[config.mk]
export PLATFORM = sky130hd
export DESIGN_NAME = software_timer_table_core
export DESIGN_NICKNAME = d
export VERILOG_FILES = /design/src/stt_pkg.sv /design/src/stt_front.sv /design/src/stt_back.sv /design/src/software_timer_table_core.sv
export SDC_FILE = /design/constraint.sdc
export NUM_CORES = 1
export LEC_CHECK = 0
export ABC_CLOCK_PERIOD_IN_PS = 8800
export BUFFER_PORTS_ARGS = -buffer_cell sky130_fd_sc_hd__buf_2
export CORE_MARGIN = 2
export CORE_UTILIZATION = 42
export CTS_BUF_LIST = sky130_fd_sc_hd__clkbuf_4 sky130_fd_sc_hd__clkbuf_8 sky130_fd_sc_hd__clkbuf_16
export DETAILED_ROUTE_END_ITERATION = 16
export GPL_ROUTABILITY_DRIVEN = 0
export HOLD_SLACK_MARGIN = 0.12
export SYNTH_ARGS = -nofsm -noshare
export SYNTH_HDL_FRONTEND = slang
export SYNTH_SLANG_ARGS = --single-unit
export TNS_END_PERCENT = 1
[constraint.sdc]
create_clock -name clk -period 8.8 [get_ports clk]
set_input_delay 1.76 -clock clk [delete_from_list [all_inputs] [get_ports clk]]
set_output_delay 1.76 -clock clk [all_outputs]
set_load 0.02 [all_outputs]
[src/stt_pkg.sv]
// Shared types and constants for the timer slot table.
// No dependencies; every other file imports this package.
package stt_pkg;

    // Input opcodes
    localparam logic [1:0] OP_TICK  = 2'd0;
    localparam logic [1:0] OP_START = 2'd1;
    localparam logic [1:0] OP_STOP  = 2'd2;

    // Result kinds
    localparam logic [1:0] RK_DONE   = 2'd0;
    localparam logic [1:0] RK_REJECT = 2'd1;
    localparam logic [1:0] RK_FIRED  = 2'd2;

    // At most this many fired words per tick
    localparam int MAX_FIRED = 8;
    localparam int CNT_W     = 4;

    // Command queue between front and back
    localparam int Q_DEPTH = 2;
    localparam int QPTR_W  = 1;
    localparam int QCNT_W  = 2;

    typedef struct packed {
        logic [1:0]  opcode;
        logic [3:0]  slot;
        logic [31:0] timeout_ms;
        logic        repeat_flag;
        logic [15:0] handler_line;
        logic [31:0] now_ms;
    } in_word_t;

    typedef struct packed {
        logic [1:0]  result_kind;
        logic [3:0]  fired_slot;
        logic [15:0] fired_line;
        logic        may_yield;
        logic        any_active;
        logic        last;
    } out_word_t;

    typedef enum logic [1:0] {
        CMD_TICK  = 2'd0,
        CMD_START = 2'd1,
        CMD_STOP  = 2'd2,
        CMD_NOP   = 2'd3
    } cmd_kind_t;

    // Classified command handed from front to back
    typedef struct packed {
        cmd_kind_t   kind;
        logic        slot_ok;
        logic [3:0]  slot;
        logic [15:0] line;
        logic [31:0] time_ms;   // due time for start, current time for tick
        logic [31:0] period;    // zero for the delay slot
        logic        repeat_on; // cleared for the delay slot
    } cmd_t;

endpackage

[src/stt_front.sv]
// Front end: accepts input words, classifies them and queues commands.
// Depends on stt_pkg.
module stt_front
    import stt_pkg::*;
#(
    parameter int NUM_SLOTS  = 8,
    parameter int DELAY_SLOT = 0
)
(
    input  logic     clk,
    input  logic     rst_n,
    input  logic     in_valid,
    output logic     in_ready,
    input  in_word_t in_word,
    output logic     cmd_valid,
    input  logic     cmd_ready,
    output cmd_t     cmd
);

    cmd_t              cls;
    logic              slot_ok;
    logic              is_delay;
    logic              push;
    logic              pop;
    cmd_t              q_mem [Q_DEPTH];
    logic [QPTR_W-1:0] wr_ptr_reg;
    logic [QPTR_W-1:0] rd_ptr_reg;
    logic [QCNT_W-1:0] count_reg;
    logic [QCNT_W-1:0] count_next;

    // Classify the incoming word
    assign slot_ok  = {1'b0, in_word.slot} < 5'(NUM_SLOTS);
    assign is_delay = {1'b0, in_word.slot} == 5'(DELAY_SLOT);

    always_comb
    begin
        cls.slot_ok   = slot_ok;
        cls.slot      = in_word.slot;
        cls.line      = in_word.handler_line;
        cls.period    = is_delay ? 32'd0 : in_word.timeout_ms;
        cls.repeat_on = in_word.repeat_flag && !is_delay;
        cls.time_ms   = in_word.now_ms;
        unique case (in_word.opcode)
            OP_TICK:
            begin
                cls.kind = CMD_TICK;
            end
            OP_START:
            begin
                cls.kind    = CMD_START;
                cls.time_ms = in_word.now_ms + in_word.timeout_ms;
            end
            OP_STOP:
            begin
                cls.kind = CMD_STOP;
            end
            default:
            begin
                cls.kind = CMD_NOP;
            end
        endcase
    end

    // Command queue
    assign in_ready  = count_reg != QCNT_W'(Q_DEPTH);
    assign cmd_valid = count_reg != '0;
    assign push      = in_valid && in_ready;
    assign pop       = cmd_valid && cmd_ready;
    assign cmd       = q_mem[rd_ptr_reg];

    always_comb
    begin
        count_next = count_reg;
        if (push && !pop)
        begin
            count_next = count_reg + 1'b1;
        end
        else if (pop && !push)
        begin
            count_next = count_reg - 1'b1;
        end
    end

    always_ff @(posedge clk or negedge rst_n)
    begin
        if (!rst_n)
        begin
            wr_ptr_reg <= '0;
            rd_ptr_reg <= '0;
            count_reg  <= '0;
        end
        else
        begin
            if (push)
            begin
                wr_ptr_reg <= wr_ptr_reg + 1'b1;
            end
            if (pop)
            begin
                rd_ptr_reg <= rd_ptr_reg + 1'b1;
            end
            count_reg <= count_next;
        end
    end

    always_ff @(posedge clk)
    begin
        if (push)
        begin
            q_mem[wr_ptr_reg] <= cls;
        end
    end

    // Checks
    a_count_range: assert property (@(posedge clk) disable iff (!rst_n)
        count_reg <= QCNT_W'(Q_DEPTH))
        else $error("queue count out of range");

    a_push_grows: assert property (@(posedge clk) disable iff (!rst_n)
        push && !pop |=> count_reg == $past(count_reg) + 1'b1)
        else $error("queue push lost");

    a_ptr_gap: assert property (@(posedge clk) disable iff (!rst_n)
        (count_reg == '0 || count_reg == QCNT_W'(Q_DEPTH)) |-> wr_ptr_reg == rd_ptr_reg)
        else $error("queue pointers out of step");

endmodule

[src/stt_back.sv]
// Back end: holds the slot table, executes commands and scans slots on a tick.
// Depends on stt_pkg.
module stt_back
    import stt_pkg::*;
#(
    parameter int NUM_SLOTS  = 8,
    parameter int DELAY_SLOT = 0
)
(
    input  logic      clk,
    input  logic      rst_n,
    input  logic      cmd_valid,
    output logic      cmd_ready,
    input  cmd_t      cmd,
    output logic      out_valid,
    input  logic      out_ready,
    output out_word_t out_word
);

    localparam int SLOT_W = (NUM_SLOTS > 1) ? $clog2(NUM_SLOTS) : 1;

    typedef enum logic [2:0] {
        ST_IDLE  = 3'b001,
        ST_SCAN  = 3'b010,
        ST_FLUSH = 3'b100
    } state_t;

    // Slot table; active bits stand in for a nonzero line
    logic [15:0]          line_mem   [NUM_SLOTS];
    logic [31:0]          due_mem    [NUM_SLOTS];
    logic [31:0]          period_mem [NUM_SLOTS];
    logic                 repeat_mem [NUM_SLOTS];
    logic [NUM_SLOTS-1:0] active_reg;
    logic [NUM_SLOTS-1:0] active_next;

    state_t               state_reg;
    state_t               state_next;
    logic [SLOT_W-1:0]    idx_reg;
    logic [SLOT_W-1:0]    idx_next;
    logic [CNT_W-1:0]     cnt_reg;
    logic [CNT_W-1:0]     cnt_next;
    logic [31:0]          now_reg;
    logic                 pend_valid_reg;
    logic                 pend_valid_next;
    out_word_t            pend_reg;
    logic                 out_valid_reg;
    logic                 out_valid_next;
    out_word_t            out_word_reg;

    logic                 can_move;
    logic                 cmd_take;
    logic [SLOT_W-1:0]    cmd_idx;
    logic [NUM_SLOTS-1:0] cmd_act;
    out_word_t            cmd_word;
    logic                 cur_delay;
    logic                 cur_keep;
    logic                 fire;
    logic                 fire_go;
    logic                 step;
    logic                 scan_last;
    logic [NUM_SLOTS-1:0] clr_mask;
    out_word_t            fire_word;
    out_word_t            flush_word;
    logic                 load_out;
    logic                 load_pend;
    out_word_t            out_load_word;

    assign can_move  = !out_valid_reg || out_ready;
    assign cmd_ready = (state_reg == ST_IDLE) && (cmd.kind == CMD_TICK || can_move);
    assign cmd_take  = cmd_valid && cmd_ready;
    assign cmd_idx   = cmd.slot[SLOT_W-1:0];

    // Active bits and result word of a start or stop
    always_comb
    begin
        cmd_act = active_reg;
        if (cmd.slot_ok)
        begin
            if (cmd.kind == CMD_START)
            begin
                cmd_act[cmd_idx] = cmd.line != 16'd0;
            end
            else if (cmd.kind == CMD_STOP)
            begin
                cmd_act[cmd_idx] = 1'b0;
            end
        end
        cmd_word             = '0;
        cmd_word.result_kind = (cmd.kind == CMD_START && !cmd.slot_ok) ? RK_REJECT : RK_DONE;
        cmd_word.any_active  = |cmd_act;
        cmd_word.last        = 1'b1;
    end

    // Evaluate the slot under the scan index
    assign cur_delay = {1'b0, 4'(idx_reg)} == 5'(DELAY_SLOT);
    assign cur_keep  = repeat_mem[idx_reg] && !cur_delay;
    assign fire      = active_reg[idx_reg] && (due_mem[idx_reg] <= now_reg);
    assign fire_go   = fire && (!pend_valid_reg || can_move);
    assign step      = !fire || fire_go;
    assign scan_last = (idx_reg == SLOT_W'(NUM_SLOTS - 1))
                    || (fire_go && cnt_reg == CNT_W'(MAX_FIRED - 1));

    always_comb
    begin
        clr_mask = '0;
        if (!cur_keep)
        begin
            clr_mask[idx_reg] = 1'b1;
        end
        fire_word             = '0;
        fire_word.result_kind = RK_FIRED;
        fire_word.fired_slot  = 4'(idx_reg);
        fire_word.fired_line  = line_mem[idx_reg];
        fire_word.may_yield   = !cur_delay;
        fire_word.any_active  = |(active_reg & ~clr_mask);
        fire_word.last        = 1'b0;

        if (pend_valid_reg)
        begin
            flush_word      = pend_reg;
            flush_word.last = 1'b1;
        end
        else
        begin
            flush_word            = '0;
            flush_word.result_kind = RK_DONE;
            flush_word.any_active = |active_reg;
            flush_word.last       = 1'b1;
        end
    end

    // Sequencer
    always_comb
    begin
        state_next      = state_reg;
        idx_next        = idx_reg;
        cnt_next        = cnt_reg;
        pend_valid_next = pend_valid_reg;
        out_valid_next  = out_valid_reg && !out_ready;
        active_next     = active_reg;
        load_out        = 1'b0;
        load_pend       = 1'b0;
        out_load_word   = cmd_word;
        unique case (state_reg)
            ST_IDLE:
            begin
                if (cmd_take)
                begin
                    if (cmd.kind == CMD_TICK)
                    begin
                        state_next = ST_SCAN;
                        idx_next   = '0;
                        cnt_next   = '0;
                    end
                    else
                    begin
                        active_next    = cmd_act;
                        load_out       = 1'b1;
                        out_valid_next = 1'b1;
                    end
                end
            end
            ST_SCAN:
            begin
                if (step)
                begin
                    if (fire_go)
                    begin
                        active_next     = active_reg & ~clr_mask;
                        load_pend       = 1'b1;
                        pend_valid_next = 1'b1;
                        cnt_next        = cnt_reg + 1'b1;
                        if (pend_valid_reg)
                        begin
                            load_out       = 1'b1;
                            out_load_word  = pend_reg;
                            out_valid_next = 1'b1;
                        end
                    end
                    if (scan_last)
                    begin
                        state_next = ST_FLUSH;
                    end
                    else
                    begin
                        idx_next = idx_reg + 1'b1;
                    end
                end
            end
            ST_FLUSH:
            begin
                if (can_move)
                begin
                    load_out        = 1'b1;
                    out_load_word   = flush_word;
                    out_valid_next  = 1'b1;
                    pend_valid_next = 1'b0;
                    state_next      = ST_IDLE;
                end
            end
            default:
            begin
                state_next = ST_IDLE;
            end
        endcase
    end

    // Control registers
    always_ff @(posedge clk or negedge rst_n)
    begin
        if (!rst_n)
        begin
            state_reg      <= ST_IDLE;
            idx_reg        <= '0;
            cnt_reg        <= '0;
            pend_valid_reg <= 1'b0;
            out_valid_reg  <= 1'b0;
            active_reg     <= '0;
        end
        else
        begin
            state_reg      <= state_next;
            idx_reg        <= idx_next;
            cnt_reg        <= cnt_next;
            pend_valid_reg <= pend_valid_next;
            out_valid_reg  <= out_valid_next;
            active_reg     <= active_next;
        end
    end

    // Payload registers and slot table
    always_ff @(posedge clk)
    begin
        if (load_out)
        begin
            out_word_reg <= out_load_word;
        end
        if (load_pend)
        begin
            pend_reg <= fire_word;
        end
        if (state_reg == ST_IDLE && cmd_take && cmd.kind == CMD_TICK)
        begin
            now_reg <= cmd.time_ms;
        end
        if (state_reg == ST_IDLE && cmd_take && cmd.kind == CMD_START && cmd.slot_ok)
        begin
            line_mem[cmd_idx]   <= cmd.line;
            due_mem[cmd_idx]    <= cmd.time_ms;
            period_mem[cmd_idx] <= cmd.period;
            repeat_mem[cmd_idx] <= cmd.repeat_on;
        end
        if (state_reg == ST_SCAN && fire_go && cur_keep)
        begin
            due_mem[idx_reg] <= due_mem[idx_reg] + period_mem[idx_reg];
        end
    end

    assign out_valid = out_valid_reg;
    assign out_word  = out_word_reg;

    // Checks
    a_state_onehot: assert property (@(posedge clk) disable iff (!rst_n)
        $onehot(state_reg))
        else $error("sequencer state not one-hot");

    a_pend_in_tick: assert property (@(posedge clk) disable iff (!rst_n)
        pend_valid_reg |-> state_reg != ST_IDLE)
        else $error("held fired word outside a tick");

    a_fire_cap: assert property (@(posedge clk) disable iff (!rst_n)
        cnt_reg <= CNT_W'(MAX_FIRED))
        else $error("too many fired words in one tick");

    a_cmd_result: assert property (@(posedge clk) disable iff (!rst_n)
        state_reg == ST_IDLE && cmd_take && cmd.kind != CMD_TICK
        |=> out_valid_reg && out_word_reg.last)
        else $error("command gave no final word");

    a_oneshot_clears: assert property (@(posedge clk) disable iff (!rst_n)
        state_reg == ST_SCAN && fire_go && !cur_keep |=> !active_reg[$past(idx_reg)])
        else $error("one-shot slot still active after firing");

endmodule

[src/software_timer_table_core.sv]
// Top level of the timer slot table: front classifier/queue and back executor.
// Depends on stt_pkg, stt_front and stt_back.
//
//  channel | dir | handshake            | word
//  --------+-----+----------------------+-----------
//  in      | in  | in_valid / in_ready  | in_word_t
//  out     | out | out_valid / out_ready| out_word_t
//
// Start, stop and unused opcodes each give one word from the back end.
// A tick is accepted in idle, scans the slots in order from slot 0 and closes
// in the flush state with a final word; the scan ends early at MAX_FIRED words.
// A two-entry command queue lets the front keep taking words during a scan.
// Reset clears all active bits; slot contents need no clearing pass.
// A stalled output holds the scan on the next due slot until the word moves.
module software_timer_table_core
    import stt_pkg::*;
#(
    parameter int NUM_SLOTS  = 8,
    parameter int DELAY_SLOT = 0
)
(
    input  logic      clk,
    input  logic      rst_n,
    input  logic      in_valid,
    output logic      in_ready,
    input  in_word_t  in_word,
    output logic      out_valid,
    input  logic      out_ready,
    output out_word_t out_word
);

    logic cmd_valid;
    logic cmd_ready;
    cmd_t cmd;

    stt_front #(
        .NUM_SLOTS  (NUM_SLOTS),
        .DELAY_SLOT (DELAY_SLOT)
    ) u_front (
        .clk       (clk),
        .rst_n     (rst_n),
        .in_valid  (in_valid),
        .in_ready  (in_ready),
        .in_word   (in_word),
        .cmd_valid (cmd_valid),
        .cmd_ready (cmd_ready),
        .cmd       (cmd)
    );

    stt_back #(
        .NUM_SLOTS  (NUM_SLOTS),
        .DELAY_SLOT (DELAY_SLOT)
    ) u_back (
        .clk       (clk),
        .rst_n     (rst_n),
        .cmd_valid (cmd_valid),
        .cmd_ready (cmd_ready),
        .cmd       (cmd),
        .out_valid (out_valid),
        .out_ready (out_ready),
        .out_word  (out_word)
    );

endmodule
# Word level (Yosys, flattened, before mapping)
# Memories as Yosys holds them, arrays and structs flattened. A register that Yosys moved wholly into a read port is not among the register bits.
# Index checks and enable logic that the tools add are counted.
# classes
div	0
n_shift	0
n_mux	74
eq_ne	18
reduce_logical	52
multipliers	0
bitwise_logic	4
order_cmp	6
add_sub_neg	8
# ops
op	n
2-to-1 mux 25 bit	5
2-to-1 mux 32 bit	3
adder 32 bit	2
2-to-1 mux 8 bit	8
one-hot mux 25 bit (2 select lines)	1
less-or-equal comparator 32 bit	1
OR reduction 32 bit	1
2-to-1 mux 3 bit	10
2-to-1 mux 1 bit	29
OR reduction 8 bit	3
logical AND 1 bit	20
AND reduction 5 bit	4
bitwise AND 8 bit	2
2-to-1 mux 4 bit	4
NOT 8 bit	2
one-hot mux 8 bit (2 select lines)	1
nonzero test 16 bit	1
inequality test 2 x 1 -> 1 bit, second input constant	5
logical NOT 1 bit	9
one-hot mux 3 bit (3 select lines)	1
bitwise mux 8 bit	1
< comparator 3 x 4 -> 1 bit, second input constant	2
inequality test 2 bit, second input constant	4
one-hot mux 4 bit (2 select lines)	1
26 further kinds	42
# word_totals
mem_count	5
latchBits	0
romBits	0
regBits	86
inputBits	91
mem_bits_rw	824
elab_cells	186
out_inout_bits	27
# memory_table
memory	depth	width	read_ports	rd_ports_with_merged_regs	write_ports	line_no	source
u_back.due_mem	8	32	1	0	1	stt_back.sv:30	logic [31:0] due_mem [NUM_SLOTS];
u_back.period_mem	8	32	1	0	1	stt_back.sv:31	logic [31:0] period_mem [NUM_SLOTS];
u_front.q_mem	2	88	1	0	1	stt_front.sv:25	cmd_t q_mem [Q_DEPTH];
u_back.line_mem	8	16	1	1	1	stt_back.sv:29	logic [15:0] line_mem [NUM_SLOTS];
u_back.repeat_mem	8	1	1	0	1	stt_back.sv:32	logic repeat_mem [NUM_SLOTS];

# Longest topological paths before layout
# Gate-level depths: netlist of the first run.
# An unclocked memory read counts as a cell.
# logic_depth
ltp_word	15
depth_mapped	22
ltp_nobuf	19

# By module
# From an unflattened synthesis of the first run, not the netlist that was laid out.
# hier_totals
cells_unflattened	2618
area_unflattened_um2	39465.4
# by_module_without_submodules
mod	seq_area_each_um2	cells_each	area_each_um2	n_inst
stt_back	22272.6	1964	30560.6	1
stt_front	5385.2	654	8904.8	1

# Worst setup path before layout of the first run
# OpenSTA, ideal clock, no wires.
# synth_path
kind	register -> register
start	register u_back.idx_reg[0]
end	memory u_back.due_mem[1][0] (enable)
arrival_ps	7090
setup_time_ps	472
stages_incl_launch_ff	20
path_buffers	5
synth_period_minus_slack_ps	7562
t_required_ps	8328
slack_ps	1238
path_cell_list	dfrtp_1 -> buf_2 -> buf_2 -> buf_2 -> clkbuf_1 -> buf_1 -> mux2i_1 -> o221ai_1 -> ha_1 -> a21o_1 -> a21o_1 -> a21o_1 -> a221oi_2 -> o221ai_1 -> a211oi_2 -> o211a_4 -> nand2_1 -> inv_1 -> nand2_1 -> o32ai_1
# synth_between
elab_chain_len	10
elab_cells_between_ends	17
cone_classes	1 x order compare; 6 x mux; 8 x reduce/logical; 2 x memory
# synth_rtl
element	line_no	source
start, declared	stt_back.sv:38	logic [SLOT_W-1:0] idx_reg;
start signal, assigned	stt_back.sv:223	idx_reg <= idx_next;
memory read (8 x 32 bit) or binary-select mux 1 bit (select 3 bit) (tied branches)	--	
less-or-equal comparator 32 bit or 2-to-1 mux 1 bit (tied branches)	stt_back.sv:97	assign fire = active_reg[idx_reg] && (due_mem[idx_reg] <= now_reg);
logical AND 1 bit	stt_back.sv:97	
logical AND 1 bit	stt_back.sv:98	assign fire_go = fire && (!pend_valid_reg || can_move);
logical AND 1 bit (2 in series)	stt_back.sv:253	if (state_reg == ST_SCAN && fire_go && cur_keep)
2-to-1 mux 1 bit	stt_back.sv:253	
2-to-1 mux 1 bit (implied by the code)	stt_back.sv:255	due_mem[idx_reg] <= due_mem[idx_reg] + period_mem[idx_reg];
OR reduction 32 bit (no source line)	--	
2-to-1 mux 3 bit (no source line) or 2-to-1 mux 1 bit (tied branches)	--	
end, declared	stt_back.sv:30	
# Several ways; a longest one is shown, not always the timed one. The select of a mux whose other input is x is not followed.

# Worst setup path after layout of the first run
# layout_path
start	register u_back.idx_reg[1]
end	memory u_back.due_mem[0][4] (enable)
# Same word-level chain as after synthesis.

==> results of run 1 <==
## worst max-delay path, delay by kind of cell, from the launching register on
kind,cells,cell delay (ns)
flip-flops,1,0.70
AO/OA/AOI/OAI,9,2.46
adder cells (fa/ha/maj),1,0.27
buffers and inverters,5,1.44
AND/OR/NAND/NOR,5,1.34
## stage by stage
step / setup slack [ns] / hold WS [ns] / instances / total power [mW] / area, um2
floorplan: 1.238 / 0.4453 / 2582 / 8.045 / 39130
global placement: 2.412 / 0.4849 / 3893 / 9.135 / 41560
detailed placement: 2.345 / 0.5084 / 3893 / 9.208 / 41560
CTS: 2.310 / 0.5208 / 4061 / 13.03 / 44510
global route: 2.014 / 0.5403 / 4061 / 13.53 / 44510
finish: 2.210 / 0.5170 / 4061 / 12.99 / 44510
## logic make-up after synthesis
family,synth area share (%)
other cells,0.009583
mux,6.180
xor+xnor,1.231
compound gates,10.79
simple gates,6.110
fa+ha+maj,3.268
buf+inv,1.886
flops,70.52
## synthesized netlist by cell type (all sizes together) (23+ instances only)
master	n
edfxtp	899
a21oi	151
mux2	131
nor2	131
a22oi	130
nand2	126
ha	99
o21ai	91
inv	78
clkbuf	75
mux2i	56
nor2b	49
nand3	42
a221oi	40
buf	37
a21o	36
xnor2	35
nand4	34
and2	29
a22o	26
a221o	23
dfrtp	23
## layer usage
| metal | vias to the layer above | GRT usage, % | routed length, um |
|---|---|---|---|
| met4 | 2 | 6.345 | 2937 |
| met3 | 201 | 3.409 | 8042 |
| met5 | - | 0 | 11 |
| met2 | 1117 | 34.51 | 48140 |
| li1 | 10510 | - | - |
| met1 | 12100 | 31.44 | 46030 |
## placed cells by master (no fill, tap or decap), drive strengths merged, types with 20 or more instances in the layout
cell      n
a21o     36
nand2   126
nor3     20
a22o     26
a21oi   151
ha       99
o21ai    91
and2     29
dfrtp    23
edfxtp  899
buf     180
mux2    131
nor2b    49
nand3    42
nand4    34
inv      84
a221o    23
clkbuf  112
xor2     20
nor2    131
clkinv   41
xnor2    35
mux2i    56
a22oi   130
a221oi   40
## final cells by class
type / count / area share [%]
sequential: 923 / 62.03
multi-input combinational: 1469 / 24.80
clock buffer: 112 / 5.588
tap: 1243 / 3.494
timing repair buffer: 180 / 2.384
clock inverter: 56 / 1.043
inverter: 78 / 0.6577
## where the power goes
group          total [mW]  leakage (nW)  switching [mW]  internal, mW
clock                3.83          1.47            1.66          2.17
sequential           5.89          8.47           0.161          5.73
combinational        3.27          5.17            2.20          1.07
total                13.0          15.1            4.02          8.97
## path summary, 6_finish.rpt
path                                startpoint              endpoint  slack (ns)  cells past startpoint
max                          u_back.idx_reg[1]  u_back.due_mem[0][4]        2.21                     20
min                        u_back.pend_reg[16]   u_back.out_word[16]        0.52                      1
max reg2reg                  u_back.idx_reg[1]  u_back.due_mem[0][4]        2.21                     20
min reg2reg                u_back.pend_reg[16]   u_back.out_word[16]        0.52                      1
max in group asynchronous                rst_n     u_back.idx_reg[2]        7.20                      1
min in group asynchronous                rst_n  u_front.count_reg[0]        1.12                      1
==> results.cfg, run 1 <==
[status]
outcome = complete, no violations

[placed_design]
dp_hpwl_mm = 68.07
port_buffers = 116

[run]
cap_violations = 0

[route]
wl_mm = 105.2
detail-route-antenna-nets = 0
via_per_inst = 5.891
vias = 23920
dr.pass1.iters = 6
drt_iter0_markers = 2821
route.detailed.drc = 0
routedWlPerCell_um = 25.90

[sta]
setup-violations-final = 0
hold_viol = 0
setup_tns_ns = 0
clock_skew_ns = 0.02576
rsz0062_at_grt = no
final_max_slew_viol_count = 0
period_minus_slack_ns = 6.590
tightest_slew_ns = 1.286
relSlewSlack_pct = 14.06
fmax_ghz = 0.1518
finalCritPeriodShare_pct = 74.88

[clock_network]
worstSkewPairLatency_ns = 0.66
cts_made_buffers = 94
cts_tree = built
cts-resized-gates = 0
postCtsHoldBufs = 0
post-cts-setup-buffers = 0
htreeDepth = 3
cts.clk_slew.worst_paths_ns = 0.06
clockBufferDepth = 3
cts.sinks = 923
root_buffer = clkbuf_16

[synth]
synthArstFlopShare_pct = 2.600
synth_area_leaders = edfxtp_1 (69%), mux2_2 (3.8%), ha_1 (3.2%)
netlist_instances = 2582
yosys_warnings = 0
yosysUniqueCellTypes = 71
yosysTopAreaCell = edfxtp_1
syn-num-nets = 2774
synth.avg_cell_area_um2 = 15.16
synth_seq_cells = 923
yosysTopAreaCellShare_pct = 68.99
ys.flop_type = edfxtp_1
synth_edf_count = 899
synth_area_um2 = 39130
ys_seq_area_share_pct = 70.52

[floorplanning]
ios = 118
core-area_um2 = 91940
initial_core_util_pct = 42.56
fp.dieW_um = 309.2
die_area_um2 = 95630
rows = 111
die_y_um = 309.2

[setup_path]
endpoint_kind = register
max_stage_delay_ns = 0.70
start_kind = register
crit_top_cell = buf_4
crit_path_top_delay_cell = dfrtp_4
arrival_ns = 6.94
crit_chain = inv_1 -> buf_4 -> nand2_1 -> nor2_4 -> buf_4 -> a22oi_1 -> nand4_1 -> ha_1 -> a21o_1 -> a21o_1 -> a21o_1 -> a221oi_2 -> o221ai_1 -> a211oi_2 -> o211a_4 -> and3_2 -> buf_4 -> nand2b_1 -> a21oi_4 -> buf_4
worstPathMaxFanout = 39
crit_type = reg2reg
crit_required_ns = 9.15

[final_layout]
nNetsFinal = 2938
drive_gt1_share_pct = 18.59
top_regs = u_back.due_mem: 256 flops, u_back.period_mem: 256 flops, u_front.q_mem: 174 flops
fill_cells = 7867
syn_to_final_growth_pct = 13.75
n_antenna_cell = 0
final_util_pct = 48.42
multi_input_area_um2 = 11040
register_area_um2 = 27610

[global_route]
grt_max_degree = 67
grt_usage_pct = 21.87
grt_pass1_wl_mm = 154.1
antenna_found_initial = 4
grt-ovfl-total = 0
grt_pass1_vias = 23680

[power_and_ir_drop]
power_density_nw_per_um2 = 291.8
p_leak_nw = 15.11
ir_worst_vdd_uv = 168.6

[hold_path]
min_path_type = reg2reg
No activity file was read; power rests on OpenSTA's default activity.
==> inputs of run 2 (changes only) <==
ABC_CLOCK_PERIOD_IN_PS = 6500   (was 8800)
clock period = 6.5 ns   (was 8.8 ns; I/O delays follow)
==> results.cfg, run 2 (synthesis gave the netlist of run 1 again) <==
[floorplanning]
die_area_um2 = 95630
initial_core_util_pct = 42.56
rows = 111
ios = 118
fp.dieW_um = 309.2
core-area_um2 = 91940
die_y_um = 309.2

[final_layout]
fill_cells = 7814
drive_gt1_share_pct = 18.86
final_common_cell = edfxtp_1
finish.instance_area_um2 = 44910
finalNonFillerCells = 4076
top_regs = u_back.due_mem: 256 flops, u_back.period_mem: 256 flops, u_front.q_mem: 174 flops
syn_to_final_growth_pct = 14.77
nNetsFinal = 2944
layout_common_cells = edfxtp_1 (899), a21oi_1 (145), mux2_2 (131), a22oi_1 (130), nand2_1 (126)
multi_input_area_um2 = 11040
register_area_um2 = 27610

[clock_network]
root_buffer = clkbuf_16
cts-resized-gates = 0
htreeDepth = 3
post-cts-setup-buffers = 0
cts.clk_slew.worst_paths_ns = 0.06
worstSkewPairLatency_ns = 0.66
cts_tree = built
cts.sinks = 923
clockBufferDepth = 3
postCtsHoldBufs = 0
cts_made_buffers = 94

[global_route]
grt_pass1_vias = 23580
grt_max_degree = 82
antenna_found_initial = 2
grt_usage_pct = 21.83
grt-ovfl-total = 0
grt_pass1_wl_mm = 154.0

[sta]
clock_skew_ns = 0.02689
rsz0062_at_grt = no
relSlewSlack_pct = 31.75
tightest_slew_ns = 1.024
setup-violations-final = 0
fmax_ghz = 0.1715
period_minus_slack_ns = 5.830
setup_tns_ns = 0
hold_viol = 0
finalCritPeriodShare_pct = 89.70
final_max_slew_viol_count = 0

[hold_path]
hold_path.startpoint = u_back.pend_reg[18]
min_to = u_back.out_word[18]
min_path_type = reg2reg
hold_depth = 1

[power_and_ir_drop]
ir_worst_vdd_uv = 244.7
power_density_nw_per_um2 = 396.6
p_leak_nw = 15.24

[setup_path]
rr_worst_depth = 20
start_kind = register
critical_path.startpoint = u_back.idx_reg[0]
rrSetupSlack_ns = 0.67
r2r-end = u_back.due_mem[1][31]
worstPathMaxFanout = 30
crit_type = reg2reg
crit_required_ns = 6.86
arrival_ns = 6.19
rr_startpoint = u_back.idx_reg[0]
endpoint_kind = register

[route]
detail-route-antenna-nets = 0
vias = 23900
route.detailed.drc = 0
drt_iter0_markers = 2644
wl_mm = 104.4
routedWlPerCell_um = 25.61
via_per_inst = 5.864
dr.pass1.iters = 5

[status]
outcome = complete, no violations

[placed_design]
dp_hpwl_mm = 67.72
dp.cells = 3899
port_buffers = 116
dpl_cell_area_um2 = 41780

[run]
cap_violations = 0
==> run 2: changes by cell type in the layout (fill, tap and decap cells not counted), moves of 4 or more <==
cell / previous run / this run
buf_12: 0 / 14
buf_4: 64 / 56
clkinv_2: 17 / 11
clkbuf_16: 94 / 98
clkbuf_8: 0 / 4
clkinv_1: 20 / 24
clkinvlp_4: 4 / 8
==> run 2: worst max-delay path, cell delays in order, from the launching register on <==
cell,delay [ns]
dfrtp_4,0.57
buf_4,0.53
nor2b_1,0.32
buf_4,0.28
nand2_1,0.07
o21ai_0,0.07
nand2_1,0.08
o21ai_0,0.08
a21oi_1,0.32
inv_1,0.08
ha_1,0.33
a211oi_1,0.35
o21ai_0,0.24
nand4_1,0.20
a31o_2,0.21
a21oi_1,0.10
o211ai_1,0.34
a211o_1,0.23
a21oi_1,0.09
or4_1,0.48
a31oi_1,0.53
==> run 2: worst max-delay path by stage <==
| stage | end | slack (ns) |
|---|---|---|
| 2_1_floorplan | u_back.due_mem[1][0] | -1.06 |
| 4_1_cts | u_back.due_mem[1][31] | 0.73 |
| 3_3_place_gp | u_back.due_mem[0][31] | 0.89 |
| 6_report | u_back.due_mem[1][31] | 0.67 |
| 3_5_place_dp | u_back.due_mem[7][31] | 0.79 |
| 5_1_grt | u_back.due_mem[2][28] | 0.26 |
==> run 2: stage by stage <==
| step | power [mW] | hold WS [ns] | util [%] | setup WS (ns) |
|---|---|---|---|---|
| global placement | 12.43 | 0.4828 | 45.45 | 0.8929 |
| global route | 18.57 | 0.5335 | 48.85 | 0.2573 |
| detailed placement | 12.51 | 0.5042 | 45.45 | 0.7864 |
| CTS | 17.88 | 0.5177 | 48.85 | 0.7327 |
| floorplan | 10.89 | 0.4453 | - | -1.062 |
| finish | 17.81 | 0.5160 | 48.85 | 0.6696 |
==> run 2: layout make-up <==
type	instances	share of cell area [%]
Inverter	78	0.6519
Clock inverter	55	1.064
Tap cell	1243	3.463
Timing Repair Buffer	186	2.853
Multi-Input combinational cell	1469	24.58
Antenna cell	1	0.005572
Sequential cell	923	61.48
Clock buffer	121	5.900
==> run 2: layer usage <==
layer  track usage [%]  part of all wire, %  wire length (um)
met1             31.86                   45             46650
met2             34.46                   46             47630
met3             2.917                  7.2              7479
met4             6.028                  2.5              2623
met5                 0                    0                 0
==> run 2: power breakdown <==
part	total (mW)	internal (mW)	leakage, nW	switching (mW)
clock network	5.37	3.13	1.53	2.24
registers	7.96	7.75	8.47	0.209
logic	4.48	1.47	5.23	3.01
total	17.8	12.3	15.2	5.46
